===== src/hdl/dda_line_rasterizer_assert.svh =====
// Assertion macros shared by the line rasterizer RTL.
`ifndef DDA_LINE_RASTERIZER_ASSERT_SVH
`define DDA_LINE_RASTERIZER_ASSERT_SVH

// Same-cycle implication, checked on the rising edge of clk_i outside reset.
`define DDA_ASSERT_IMP(lbl, ante, cons) \
  lbl: assert property (@(posedge clk_i) disable iff (!rst_ni) (ante) |-> (cons)) \
    else $error("dda_line_rasterizer: assertion failed");

// Next-cycle implication, checked on the rising edge of clk_i outside reset.
`define DDA_ASSERT_NXT(lbl, ante, cons) \
  lbl: assert property (@(posedge clk_i) disable iff (!rst_ni) (ante) |=> (cons)) \
    else $error("dda_line_rasterizer: assertion failed");

`endif


===== src/hdl/dda_pkg.sv =====
// Types and constants of the DDA line rasterizer.
package dda_pkg;

  // Width of the screen-centre registers
  localparam int unsigned CEN_W = 10;

  // Configuration register indexes
  localparam int unsigned CFG_IDX_W = 1;
  localparam logic [CFG_IDX_W-1:0] CFG_CENTER_X = 1'b0;
  localparam logic [CFG_IDX_W-1:0] CFG_CENTER_Y = 1'b1;

  // Request opcodes
  localparam logic OP_LOAD = 1'b0;
  localparam logic OP_STEP = 1'b1;

  // Sequencer states
  typedef enum logic [2:0] {
    S_IDLE,
    S_PREP,
    S_LOAD,
    S_DIV,
    S_STORE,
    S_SUM,
    S_EMIT
  } dda_state_e;

endpackage


===== src/hdl/dda_line_rasterizer.sv =====
// DDA line rasterizer: sequencer, shared restoring divider and pixel stage.
//
// Usage: requests enter on in_valid_i/in_stall_o with op_i and four signed
// endpoints. A load request (op_i = 0) computes the step count and the two
// per-step increments, then delivers the start pixel. A step request
// (op_i = 1) advances the position by one increment and delivers one pixel;
// last_o marks the final pixel of the line. A step with no line in progress
// produces nothing. Pixels leave on out_valid_o/out_stall_i from an output
// register; the block takes its next request while a pixel still waits.
// A step request runs the sum and emit states, then the block is idle again.
// A load request runs the shared bit-serial divider once per axis before the
// sum and emit states; a zero-length line skips the divider. in_stall_o is
// high whenever the sequencer is not idle. A stalled receiver holds the
// sequencer in its emit state until the output register frees up. Reset
// (rst_ni low) empties the output register, clears the line state and both
// centre registers. cfg_we_i writes centre x (index 0) or centre y (index 1);
// the user is to write them only while the block is idle, as the block
// itself does not enforce it.
`include "dda_line_rasterizer_assert.svh"

module dda_line_rasterizer #(
  parameter int unsigned COORD_BITS = 12,
  parameter int unsigned FRAC_BITS  = 16
) (
  input  logic                              clk_i,
  input  logic                              rst_ni,
  // configuration write port
  input  logic                              cfg_we_i,
  input  logic [dda_pkg::CFG_IDX_W-1:0]     cfg_idx_i,
  input  logic [dda_pkg::CEN_W-1:0]         cfg_data_i,
  // request channel
  input  logic                              in_valid_i,
  output logic                              in_stall_o,
  input  logic                              op_i,
  input  logic signed [COORD_BITS-1:0]      x_start_i,
  input  logic signed [COORD_BITS-1:0]      y_start_i,
  input  logic signed [COORD_BITS-1:0]      x_end_i,
  input  logic signed [COORD_BITS-1:0]      y_end_i,
  // pixel channel
  output logic                              out_valid_o,
  input  logic                              out_stall_i,
  output logic signed [COORD_BITS:0]        pixel_x_o,
  output logic signed [COORD_BITS:0]        pixel_y_o,
  output logic                              axis_colour_o,
  output logic                              last_o
);
  import dda_pkg::*;

  // Derived widths
  localparam int unsigned D_W    = COORD_BITS + 1;           // endpoint difference
  localparam int unsigned STEP_W = COORD_BITS + 1;           // step count
  localparam int unsigned QW     = FRAC_BITS + 1;            // quotient magnitude
  localparam int unsigned NW     = COORD_BITS + FRAC_BITS + 1; // dividend
  localparam int unsigned REM_W  = COORD_BITS + 2;           // partial remainder
  localparam int unsigned INC_W  = FRAC_BITS + 2;            // signed increment
  localparam int unsigned POS_W  = COORD_BITS + FRAC_BITS + 1; // signed position
  localparam int unsigned SUM_BASE = (POS_W > CEN_W + FRAC_BITS + 1) ?
                                     POS_W : (CEN_W + FRAC_BITS + 1);
  localparam int unsigned SUM_W  = SUM_BASE + 1;             // centred position
  localparam int unsigned CNT_W  = $clog2(QW);

  dda_state_e state_q, state_d;

  logic [CEN_W-1:0]        cen_x_q, cen_y_q;
  logic signed [POS_W-1:0] pos_x_q, pos_y_q;
  logic signed [INC_W-1:0] inc_x_q, inc_y_q;
  logic signed [D_W-1:0]   dx_q, dy_q;
  logic [D_W-1:0]          ax_q, ay_q;
  logic [STEP_W-1:0]       steps_q, steps_left_q;
  logic                    busy_q, last_q, div_y_q;
  logic [REM_W-1:0]        rem_q;
  logic [QW-1:0]           sh_q;
  logic [CNT_W-1:0]        cnt_q;
  logic signed [SUM_W-1:0] sum_x_q, sum_y_q;
  logic                    axis_q;

  logic                    out_valid_q;
  logic signed [COORD_BITS:0] pixel_x_q, pixel_y_q;
  logic                    axis_colour_q, last_out_q;

  // Handshake and control strobes
  logic in_acc, out_free, emit_go;

  // Combinational datapath values
  logic signed [D_W-1:0]   xs_ext, ys_ext, xe_ext, ye_ext;
  logic [D_W-1:0]          ax_c, ay_c;
  logic [STEP_W-1:0]       steps_c;
  logic [D_W-1:0]          d_mag;
  logic [NW-1:0]           num_c;
  logic [REM_W-1:0]        trial, steps_ext;
  logic                    ge;
  logic signed [INC_W-1:0] q_pos, q_signed;
  logic                    q_neg;
  logic [SUM_W-1:0]        cx_fix, cy_fix, pos_x_ext, pos_y_ext;
  logic [SUM_W-1:0]        bias_x, bias_y, tx, ty;
  logic                    axis_c;

  // ---------------------------------------------------------------
  // Next-state logic
  // ---------------------------------------------------------------
  always_comb begin
    state_d = state_q;
    case (state_q)
      S_IDLE: begin
        if (in_acc) begin
          if (op_i == OP_LOAD) begin
            state_d = S_PREP;
          end else if (busy_q) begin
            state_d = S_SUM;
          end
        end
      end
      S_PREP: begin
        state_d = (steps_c == '0) ? S_SUM : S_LOAD;
      end
      S_LOAD:  state_d = S_DIV;
      S_DIV: begin
        if (cnt_q == '0) begin
          state_d = S_STORE;
        end
      end
      S_STORE: state_d = div_y_q ? S_SUM : S_LOAD;
      S_SUM:   state_d = S_EMIT;
      S_EMIT: begin
        if (out_free) begin
          state_d = S_IDLE;
        end
      end
      default: state_d = S_IDLE;
    endcase
  end

  // ---------------------------------------------------------------
  // Sequencer outputs
  // ---------------------------------------------------------------
  always_comb begin
    in_stall_o = 1'b1;
    emit_go    = 1'b0;
    case (state_q)
      S_IDLE:  in_stall_o = 1'b0;
      S_EMIT:  emit_go    = out_free;
      default: begin
        in_stall_o = 1'b1;
        emit_go    = 1'b0;
      end
    endcase
  end

  assign in_acc   = in_valid_i && !in_stall_o;
  assign out_free = !out_valid_q || !out_stall_i;

  // ---------------------------------------------------------------
  // Setup: differences, magnitudes, step count
  // ---------------------------------------------------------------
  assign xs_ext = D_W'(x_start_i);
  assign ys_ext = D_W'(y_start_i);
  assign xe_ext = D_W'(x_end_i);
  assign ye_ext = D_W'(y_end_i);

  assign ax_c    = dx_q[D_W-1] ? D_W'(-dx_q) : D_W'(dx_q);
  assign ay_c    = dy_q[D_W-1] ? D_W'(-dy_q) : D_W'(dy_q);
  assign steps_c = (ax_c >= ay_c) ? ax_c : ay_c;

  // ---------------------------------------------------------------
  // Shared divider: (|d| << F + steps/2) / steps, one bit a cycle
  // ---------------------------------------------------------------
  assign d_mag     = div_y_q ? ay_q : ax_q;
  assign num_c     = {d_mag, {FRAC_BITS{1'b0}}} + NW'(steps_q >> 1);
  assign steps_ext = {1'b0, steps_q};
  assign trial     = {rem_q[REM_W-2:0], sh_q[QW-1]};
  assign ge        = trial >= steps_ext;

  // Sign the quotient with the difference being divided
  assign q_neg    = div_y_q ? dy_q[D_W-1] : dx_q[D_W-1];
  assign q_pos    = $signed({1'b0, sh_q});
  assign q_signed = q_neg ? -q_pos : q_pos;

  // ---------------------------------------------------------------
  // Pixel stage: centre offset with y mirrored (none when both centres are zero), then truncation toward zero
  // ---------------------------------------------------------------
  assign axis_c    = (cen_x_q == '0) && (cen_y_q == '0);
  assign cx_fix    = {{(SUM_W-CEN_W-FRAC_BITS){1'b0}}, cen_x_q, {FRAC_BITS{1'b0}}};
  assign cy_fix    = {{(SUM_W-CEN_W-FRAC_BITS){1'b0}}, cen_y_q, {FRAC_BITS{1'b0}}};
  assign pos_x_ext = {{(SUM_W-POS_W){pos_x_q[POS_W-1]}}, pos_x_q};
  assign pos_y_ext = {{(SUM_W-POS_W){pos_y_q[POS_W-1]}}, pos_y_q};

  assign bias_x = {{(SUM_W-FRAC_BITS){1'b0}}, {FRAC_BITS{sum_x_q[SUM_W-1]}}};
  assign bias_y = {{(SUM_W-FRAC_BITS){1'b0}}, {FRAC_BITS{sum_y_q[SUM_W-1]}}};
  assign tx     = $unsigned($signed(sum_x_q + bias_x) >>> FRAC_BITS);
  assign ty     = $unsigned($signed(sum_y_q + bias_y) >>> FRAC_BITS);

  // ---------------------------------------------------------------
  // Control registers
  // ---------------------------------------------------------------
  always_ff @(posedge clk_i or negedge rst_ni) begin
    if (!rst_ni) begin
      state_q      <= S_IDLE;
      busy_q       <= 1'b0;
      steps_left_q <= '0;
      div_y_q      <= 1'b0;
      cnt_q        <= '0;
      cen_x_q      <= '0;
      cen_y_q      <= '0;
      out_valid_q  <= 1'b0;
    end else begin
      state_q <= state_d;

      // configuration writes
      if (cfg_we_i) begin
        case (cfg_idx_i)
          CFG_CENTER_X: cen_x_q <= cfg_data_i;
          CFG_CENTER_Y: cen_y_q <= cfg_data_i;
          default: ;
        endcase
      end

      // line progress
      if (state_q == S_PREP) begin
        busy_q       <= (steps_c != '0);
        steps_left_q <= steps_c;
        div_y_q      <= 1'b0;
      end else if (in_acc && (op_i == OP_STEP) && busy_q) begin
        steps_left_q <= steps_left_q - STEP_W'(1);
        busy_q       <= (steps_left_q != STEP_W'(1));
      end

      // divider iteration count and axis select
      if (state_q == S_LOAD) begin
        cnt_q <= CNT_W'(QW - 1);
      end else if (state_q == S_DIV) begin
        cnt_q <= cnt_q - CNT_W'(1);
      end
      if (state_q == S_STORE) begin
        div_y_q <= 1'b1;
      end

      // output register
      if (emit_go) begin
        out_valid_q <= 1'b1;
      end else if (!out_stall_i) begin
        out_valid_q <= 1'b0;
      end
    end
  end

  // ---------------------------------------------------------------
  // Datapath registers
  // ---------------------------------------------------------------
  always_ff @(posedge clk_i) begin
    case (state_q)
      S_IDLE: begin
        if (in_acc && (op_i == OP_LOAD)) begin
          pos_x_q <= {{(POS_W-COORD_BITS-FRAC_BITS){x_start_i[COORD_BITS-1]}},
                      x_start_i, {FRAC_BITS{1'b0}}};
          pos_y_q <= {{(POS_W-COORD_BITS-FRAC_BITS){y_start_i[COORD_BITS-1]}},
                      y_start_i, {FRAC_BITS{1'b0}}};
          dx_q    <= xe_ext - xs_ext;
          dy_q    <= ye_ext - ys_ext;
        end else if (in_acc && busy_q) begin
          pos_x_q <= pos_x_q + POS_W'(inc_x_q);
          pos_y_q <= pos_y_q + POS_W'(inc_y_q);
          last_q  <= (steps_left_q == STEP_W'(1));
        end
      end
      S_PREP: begin
        ax_q    <= ax_c;
        ay_q    <= ay_c;
        steps_q <= steps_c;
        inc_x_q <= '0;
        inc_y_q <= '0;
        last_q  <= (steps_c == '0);
      end
      S_LOAD: begin
        rem_q <= {2'b00, num_c[NW-1:QW]};
        sh_q  <= num_c[QW-1:0];
      end
      S_DIV: begin
        rem_q <= ge ? (trial - steps_ext) : trial;
        sh_q  <= {sh_q[QW-2:0], ge};
      end
      S_STORE: begin
        if (div_y_q) begin
          inc_y_q <= q_signed;
        end else begin
          inc_x_q <= q_signed;
        end
      end
      S_SUM: begin
        axis_q  <= axis_c;
        sum_x_q <= axis_c ? $signed(pos_x_ext) : $signed(pos_x_ext + cx_fix);
        sum_y_q <= axis_c ? $signed(pos_y_ext) : $signed(cy_fix - pos_y_ext);
      end
      default: ;
    endcase

    // pixel out
    if (emit_go) begin
      pixel_x_q     <= $signed(tx[COORD_BITS:0]);
      pixel_y_q     <= $signed(ty[COORD_BITS:0]);
      axis_colour_q <= axis_q;
      last_out_q    <= last_q;
    end
  end

  assign out_valid_o   = out_valid_q;
  assign pixel_x_o     = pixel_x_q;
  assign pixel_y_o     = pixel_y_q;
  assign axis_colour_o = axis_colour_q;
  assign last_o        = last_out_q;

  // ---------------------------------------------------------------
  // Assertions
  // ---------------------------------------------------------------
  // a stalled full output register holds the sequencer in emit
  `DDA_ASSERT_NXT(a_emit_holds, (state_q == S_EMIT) && out_valid_q && out_stall_i, (state_q == S_EMIT) && out_valid_q)
  // a step with no line in progress leaves the block idle
  `DDA_ASSERT_NXT(a_idle_step, in_acc && (op_i == OP_STEP) && !busy_q, state_q == S_IDLE)
  // increment magnitude never exceeds one pixel
  `DDA_ASSERT_IMP(a_quot_range, state_q == S_STORE, sh_q <= (QW'(1) << FRAC_BITS))
  // a line in progress always has pixels left
  `DDA_ASSERT_IMP(a_busy_steps, (state_q == S_IDLE) && busy_q, steps_left_q != '0)

endmodule

===== config.mk =====
export PLATFORM = sky130hd
export DESIGN_NAME = dda_line_rasterizer
export DESIGN_NICKNAME = d
export VERILOG_FILES = /design/src/hdl/dda_pkg.sv /design/src/hdl/dda_line_rasterizer.sv
export VERILOG_INCLUDE_DIRS = /design/src /design/src/hdl
export SDC_FILE = /design/constraint.sdc
export NUM_CORES = 1
export LEC_CHECK = 0
export BUFFER_PORTS_ARGS = -buffer_cell sky130_fd_sc_hd__buf_2
export CAP_MARGIN = 20
export CORE_MARGIN = 2
export CORE_UTILIZATION = 55
export CTS_BUF_LIST = sky130_fd_sc_hd__clkbuf_2
export DETAILED_ROUTE_END_ITERATION = 7
export PLACE_DENSITY = 0.73
export SLEW_MARGIN = 20
export SYNTH_ARGS = -nofsm -noshare
export SYNTH_HDL_FRONTEND = slang
export SYNTH_SLANG_ARGS = --single-unit

===== constraint.sdc =====
create_clock -name clk_i -period 14.6 [get_ports clk_i]
set_clock_uncertainty 0.2 [all_clocks]
set_input_delay 2.19 -clock clk_i [delete_from_list [all_inputs] [get_ports clk_i]]
set_output_delay 2.19 -clock clk_i [all_outputs]
set_load 0.03 [all_outputs]

=== Word level (Yosys, flattened, before mapping) ===
Index checks and enable logic that the tools add are counted.

* Register bits: 323
* Input bits: 65
* Logic and storage cells: 135

* Add/subtract/negate cells: 15
* Order comparisons: 2
* Equal/unequal tests: 17
* Muxes and demuxes: 42
* Bitwise operators: 2
* Reduce and logical (&&, ||, !) cells: 28

{| class="wikitable"
|+ Operator list
! kind !! number
|-
| 2-to-1 mux 29 bit || 4
|-
| 2-to-1 mux 13 bit || 7
|-
| one-hot mux 18 bit (2 select lines) || 2
|-
| 2-to-1 mux 30 bit || 2
|-
| adder 29 x 16 -> 29 bit || 2
|-
| adder 29 x 18 -> 29 bit || 2
|-
| 2-to-1 mux 18 bit || 3
|-
| one-hot mux 17 bit (2 select lines) || 1
|-
| adder 29 x 27 -> 30 bit || 1
|-
| subtractor 27 x 29 -> 30 bit || 1
|-
| adder 29 x 12 -> 29 bit || 1
|-
| negation 13 bit || 2
|-
| one-hot mux 13 bit (2 select lines) || 1
|-
| subtractor 12 x 12 -> 13 bit || 2
|-
| 2-to-1 mux 3 bit || 7
|-
| one-hot mux 3 bit (7 select lines) || 1
|-
| zero test 10 bit || 2
|-
| negation 17 -> 18 bit || 1
|-
| greater-or-equal comparator 14 x 13 -> 1 bit || 1
|-
| == test 13 x 1 -> 1 bit (second input constant) || 1
|-
| greater-or-equal comparator 13 bit || 1
|-
| zero test 13 bit || 1
|-
| != test 13 x 1 -> 1 bit (second input constant) || 1
|-
| nonzero test 13 bit || 1
|-
| 22 further kinds || 58
|}

=== Longest topological paths before layout ===
* Depth in word-level cells: 7
* Mapped depth: 19

=== Worst setup path after synthesis ===
Ideal clock, no wire load.

* Path type: reg2reg
* Start point: register state_q[0]
* End point: register axis_q, enable pin
* Arrival time: 5.208 ns
* Data required time: 13.832 ns
* Slack: 8.625 ns
* Cell stages (with the launch flop): 4
* Path buffers: 1
* Path through: dfrtp_1 -> clkbuf_1 -> inv_1 -> nor3b_1

* Cells in the longest elaborated chain, start to end: 1

{| class="wikitable"
|+ Ends and longest elaborated chain
! element !! RTL line !! RTL
|-
| from (decl) || dda_line_rasterizer.sv:62 || <nowiki>dda_state_e state_q, state_d;</nowiki>
|-
| from (signal assigned) || dda_line_rasterizer.sv:206 || <nowiki>state_q <= state_d;</nowiki>
|-
| == test 3 bit || dda_line_rasterizer.sv:250 || <nowiki>case (state_q)</nowiki>
|-
| to (signal assigned) || dda_line_rasterizer.sv:289 || <nowiki>axis_q <= axis_c;</nowiki>
|-
| to (decl) || dda_line_rasterizer.sv:75 || <nowiki>logic axis_q;</nowiki>
|}

Every way passes these cells.
A chain may end at the register's enable or synchronous reset.

=== Worst setup path after layout ===
* Start point: register state_q[0]
* End point: output in_stall_o

* Cells in the longest elaborated chain, start to end: 2

{| class="wikitable"
|+ Ends and longest elaborated chain
! element !! RTL line !! RTL
|-
| zero test 3 bit || dda_line_rasterizer.sv:139 || <nowiki>case (state_q)</nowiki>
|-
| 2-to-1 mux 1 bit || dda_line_rasterizer.sv:139 ||
|-
| to (decl) || dda_line_rasterizer.sv:33 || <nowiki>output logic in_stall_o,</nowiki>
|}

Every way passes these cells.

==> impl_metrics.py <==
metrics = {
    "yosys": {
        "ys_top_cells_by_area": "edfxtp_1, ha_1, dfrtp_1, xnor2_1, o21ai_0",
        "synth_area_per_cell_um2": 10.5,
        "synthesis.area_mm2": 0.0200,
        "synthFlopType": "edfxtp_1",
        "synth-edff-count": 279,
        "yosysSeqAreaShare": 0.473,
        "yosysTopAreaCell": "edfxtp_1",
        "yosys.area.top_type_share": 0.418,
        "yosysUniqueCellTypes": 83,
        "synth_cells": 1911,
        "async_flop_share": 0.136,
        "syn-num-nets": 2146,
        "ys_warn_count": 0,
        "synth_seq_cells": 323,
    },
    "pwr": {
        "cellLeakagePower_uw": 0.00905,
        "clockPowerShare": 0.163,
        "p_comb_frac": 0.439,
        "power.internal_uw": 2380,
        "ir_drop_uv": 166,
        "seqPwrFrac": 0.398,
        "switching_power_uw": 1580,
        "p_sw_frac": 0.399,
        "p_per_area_mw_per_mm2": 182,
    },
    "global_route": {
        "grt_pass1_vias": 14700,
        "overflow": 0,
        "grt_start_max_net_pins": 84,
        "grt_pass1_wl_um": 73200,
        "antenna_found_initial": 1,
        "grtUsageTotal": 0.241,
    },
    "layout": {
        "finish.instance_area_mm2": 0.0218,
        "areaGrowthSynthToFinish_pct": 8.90,
        "drive_gt1_frac": 0.153,
        "final_common_cell": "edfxtp_1",
        "layoutNonFillerInstCount": 2588,
        "final_util": 0.610,
        "nets": 2295,
        "most-common-layout-cells": "edfxtp_1, nor2_1, ha_1",
    },
    "worst_setup_path": {
        "worstPathCellList": "nor3_1 -> inv_1 -> buf_2",
        "cp-startpoint": "state_q[0]",
        "r2r_start": "dx_q[0]",
        "rr_endpoint": "steps_left_q[6]",
        "crit_type": "reg -> out",
        "critical_path_arrival_ps": 2440,
        "crit_path_top_delay_cell": "dfrtp_1",
        "cp-end-kind": "output pin",
        "crit_fanout": 20,
        "critPathLaunchType": "register",
        "reg2reg_slack_ps": 9960,
        "worst-path-buf-inv": 2,
        "critical-path-top-delay-family": "flip-flops",
        "worst_ep_required_time_ps": 12210,
        "ff2ff_path_depth": 14,
        "critical_path.max_stage_delay_ps": 650,
    },
    "clock_tree": {
        "htreeDepth": 3,
        "postCtsHoldBufs": 0,
        "cts_tree": "done",
        "post-cts-setup-buffers": 0,
        "insertion_delay_ps": 960,
        "clock-sinks": 323,
        "clk_path_buf_depth": 3,
        "clk_pin_slew_ps": 100,
        "cts_root_buffer": "clkbuf_2",
        "postCtsResizedCells": 0,
        "numCtsBuffers": 86,
    },
    "sta": {
        "fin_crit_sh": 0.331,
        "fin_crit_ps": 4830,
        "setup_tns_ps": 0,
        "finalHoldViolCount": 0,
        "finalMaxSlewViolations": 0,
        "rsz0062_at_grt": "false",
        "tightest_slew_ps": 1010,
        "setup_viol": 0,
        "slew_headroom": 0.329,
        "clock.fmax_ghz": 0.207,
    },
    "die": {
        "core_area_mm2": 0.0357,
        "die_w_um": 195,
        "die_y_um": 195,
        "ios": 95,
        "fp-row-count": 69,
        "die_area_mm2": 0.0379,
        "initial_core_util": 0.560,
    },
    "placement": {
        "hpwl_um": 33900,
        "placed_area_mm2": 0.0210,
        "placedCellCount": 2433,
        "io_buffers": 94,
        "gp_congestion": 0.898,
    },
    "detailed_routing": {
        "wire_per_inst_um": 17.5,
        "drt_iter0_drc": 946,
        "drcViolationCount": 0,
        "vias_per_cell": 5.81,
        "ant_nets": 0,
        "dr.pass1.iters": 5,
        "routed_wl_um": 45300,
        "vias": 15000,
    },
    "worst_hold_path": {
        "min_to": "axis_colour_o",
        "hold_path_class": "reg -> reg",
        "holdPathStages": 0,
        "hold_start": "axis_q",
    },
    "outcome": {
        "status": "complete, no violations",
    },
    "run": {
        "maxCapViolCount": 0,
    },
}
## cells by family after synthesis
| group | share of synthesized area |
|---|---|
| adder cells (fa/ha/maj) | 0.108 |
| flip-flops | 0.473 |
| buffers and inverters | 0.0342 |
| AND/OR/NAND/NOR | 0.135 |
| AO/OA/AOI/OAI | 0.142 |
| XOR/XNOR | 0.0665 |
| multiplexers | 0.0399 |
## how the worst max path moves through the flow
stage / slack [ps] / depth (start not counted) / endpoint
3_3_place_gp: 9410 / 12 / dx_q[10]
6_report: 9770 / 3 / in_stall_o
2_1_floorplan: 8620 / 3 / axis_q
3_5_place_dp: 9350 / 12 / dy_q[10]
5_1_grt: 9530 / 3 / in_stall_o
4_1_cts: 9670 / 3 / in_stall_o
## through the flow
step | total power (uW) | hold slack (ps) | setup WS, ps
floorplan | 2900 | 200 | 8620
finish | 3970 | 227 | 9770
CTS | 3970 | 231 | 9670
global route | 4270 | 247 | 9530
global placement | 3250 | 226 | 9410
detailed placement | 3320 | 210 | 9350
## power groups by stage
stage               clock (uW)  combinational, uW  sequential (uW)
floorplan                    0               1360             1540
global placement             0               1670             1590
detailed placement           0               1720             1600
CTS                        663               1740             1580
global route               717               1950             1600
finish                     645               1740             1580
## flip-flops by register name, summed over array words and instances (netlist names), 17 cells and up
name	flops
pos_x_q	29
sum_y_q	30
sum_x_q	30
inc_y_q	18
sh_q	17
inc_x_q	18
pos_y_q	29
## metal layers
layer,share of wire,vias to the layer above,wire length (um),track usage
met5,0,-,0,0
met4,0.027,0,1220,0.0834
met3,0.053,96,2420,0.0442
met2,0.49,452,22400,0.423
met1,0.43,7129,19300,0.300
li1,-,7356,-,-
## synth_stat cells, drive strengths merged, types with 5 or more instances
master	instances
a2111oi	5
a211oi	14
a21boi	19
a21o	44
a21oi	114
a31oi	12
and2	8
and3	17
buf	12
clkbuf	35
dfrtp	44
edfxtp	279
fa	6
ha	164
inv	132
mux2	51
mux2i	22
nand2	158
nand2b	20
nand3	35
nand4	14
nor2	167
nor2b	30
nor3	39
nor3b	11
nor4	19
o211ai	9
o21a	21
o21ai	134
o21bai	8
o31a	5
o31ai	21
o41ai	6
or2	7
or3	14
or4	8
xnor2	87
xor2	65
## cell type report
cell class / count / area, um2
diodes: 3 / 7.51
clock buffers: 123 / 616
clock inverters: 29 / 174
fillers: 2990 / 13900
inverters: 133 / 499
multi-input cells: 1408 / 9880
flip-flops and latches: 323 / 9480
well taps: 461 / 577
repair buffers: 108 / 578
Note: power is estimated with default switching activity, not from simulation.
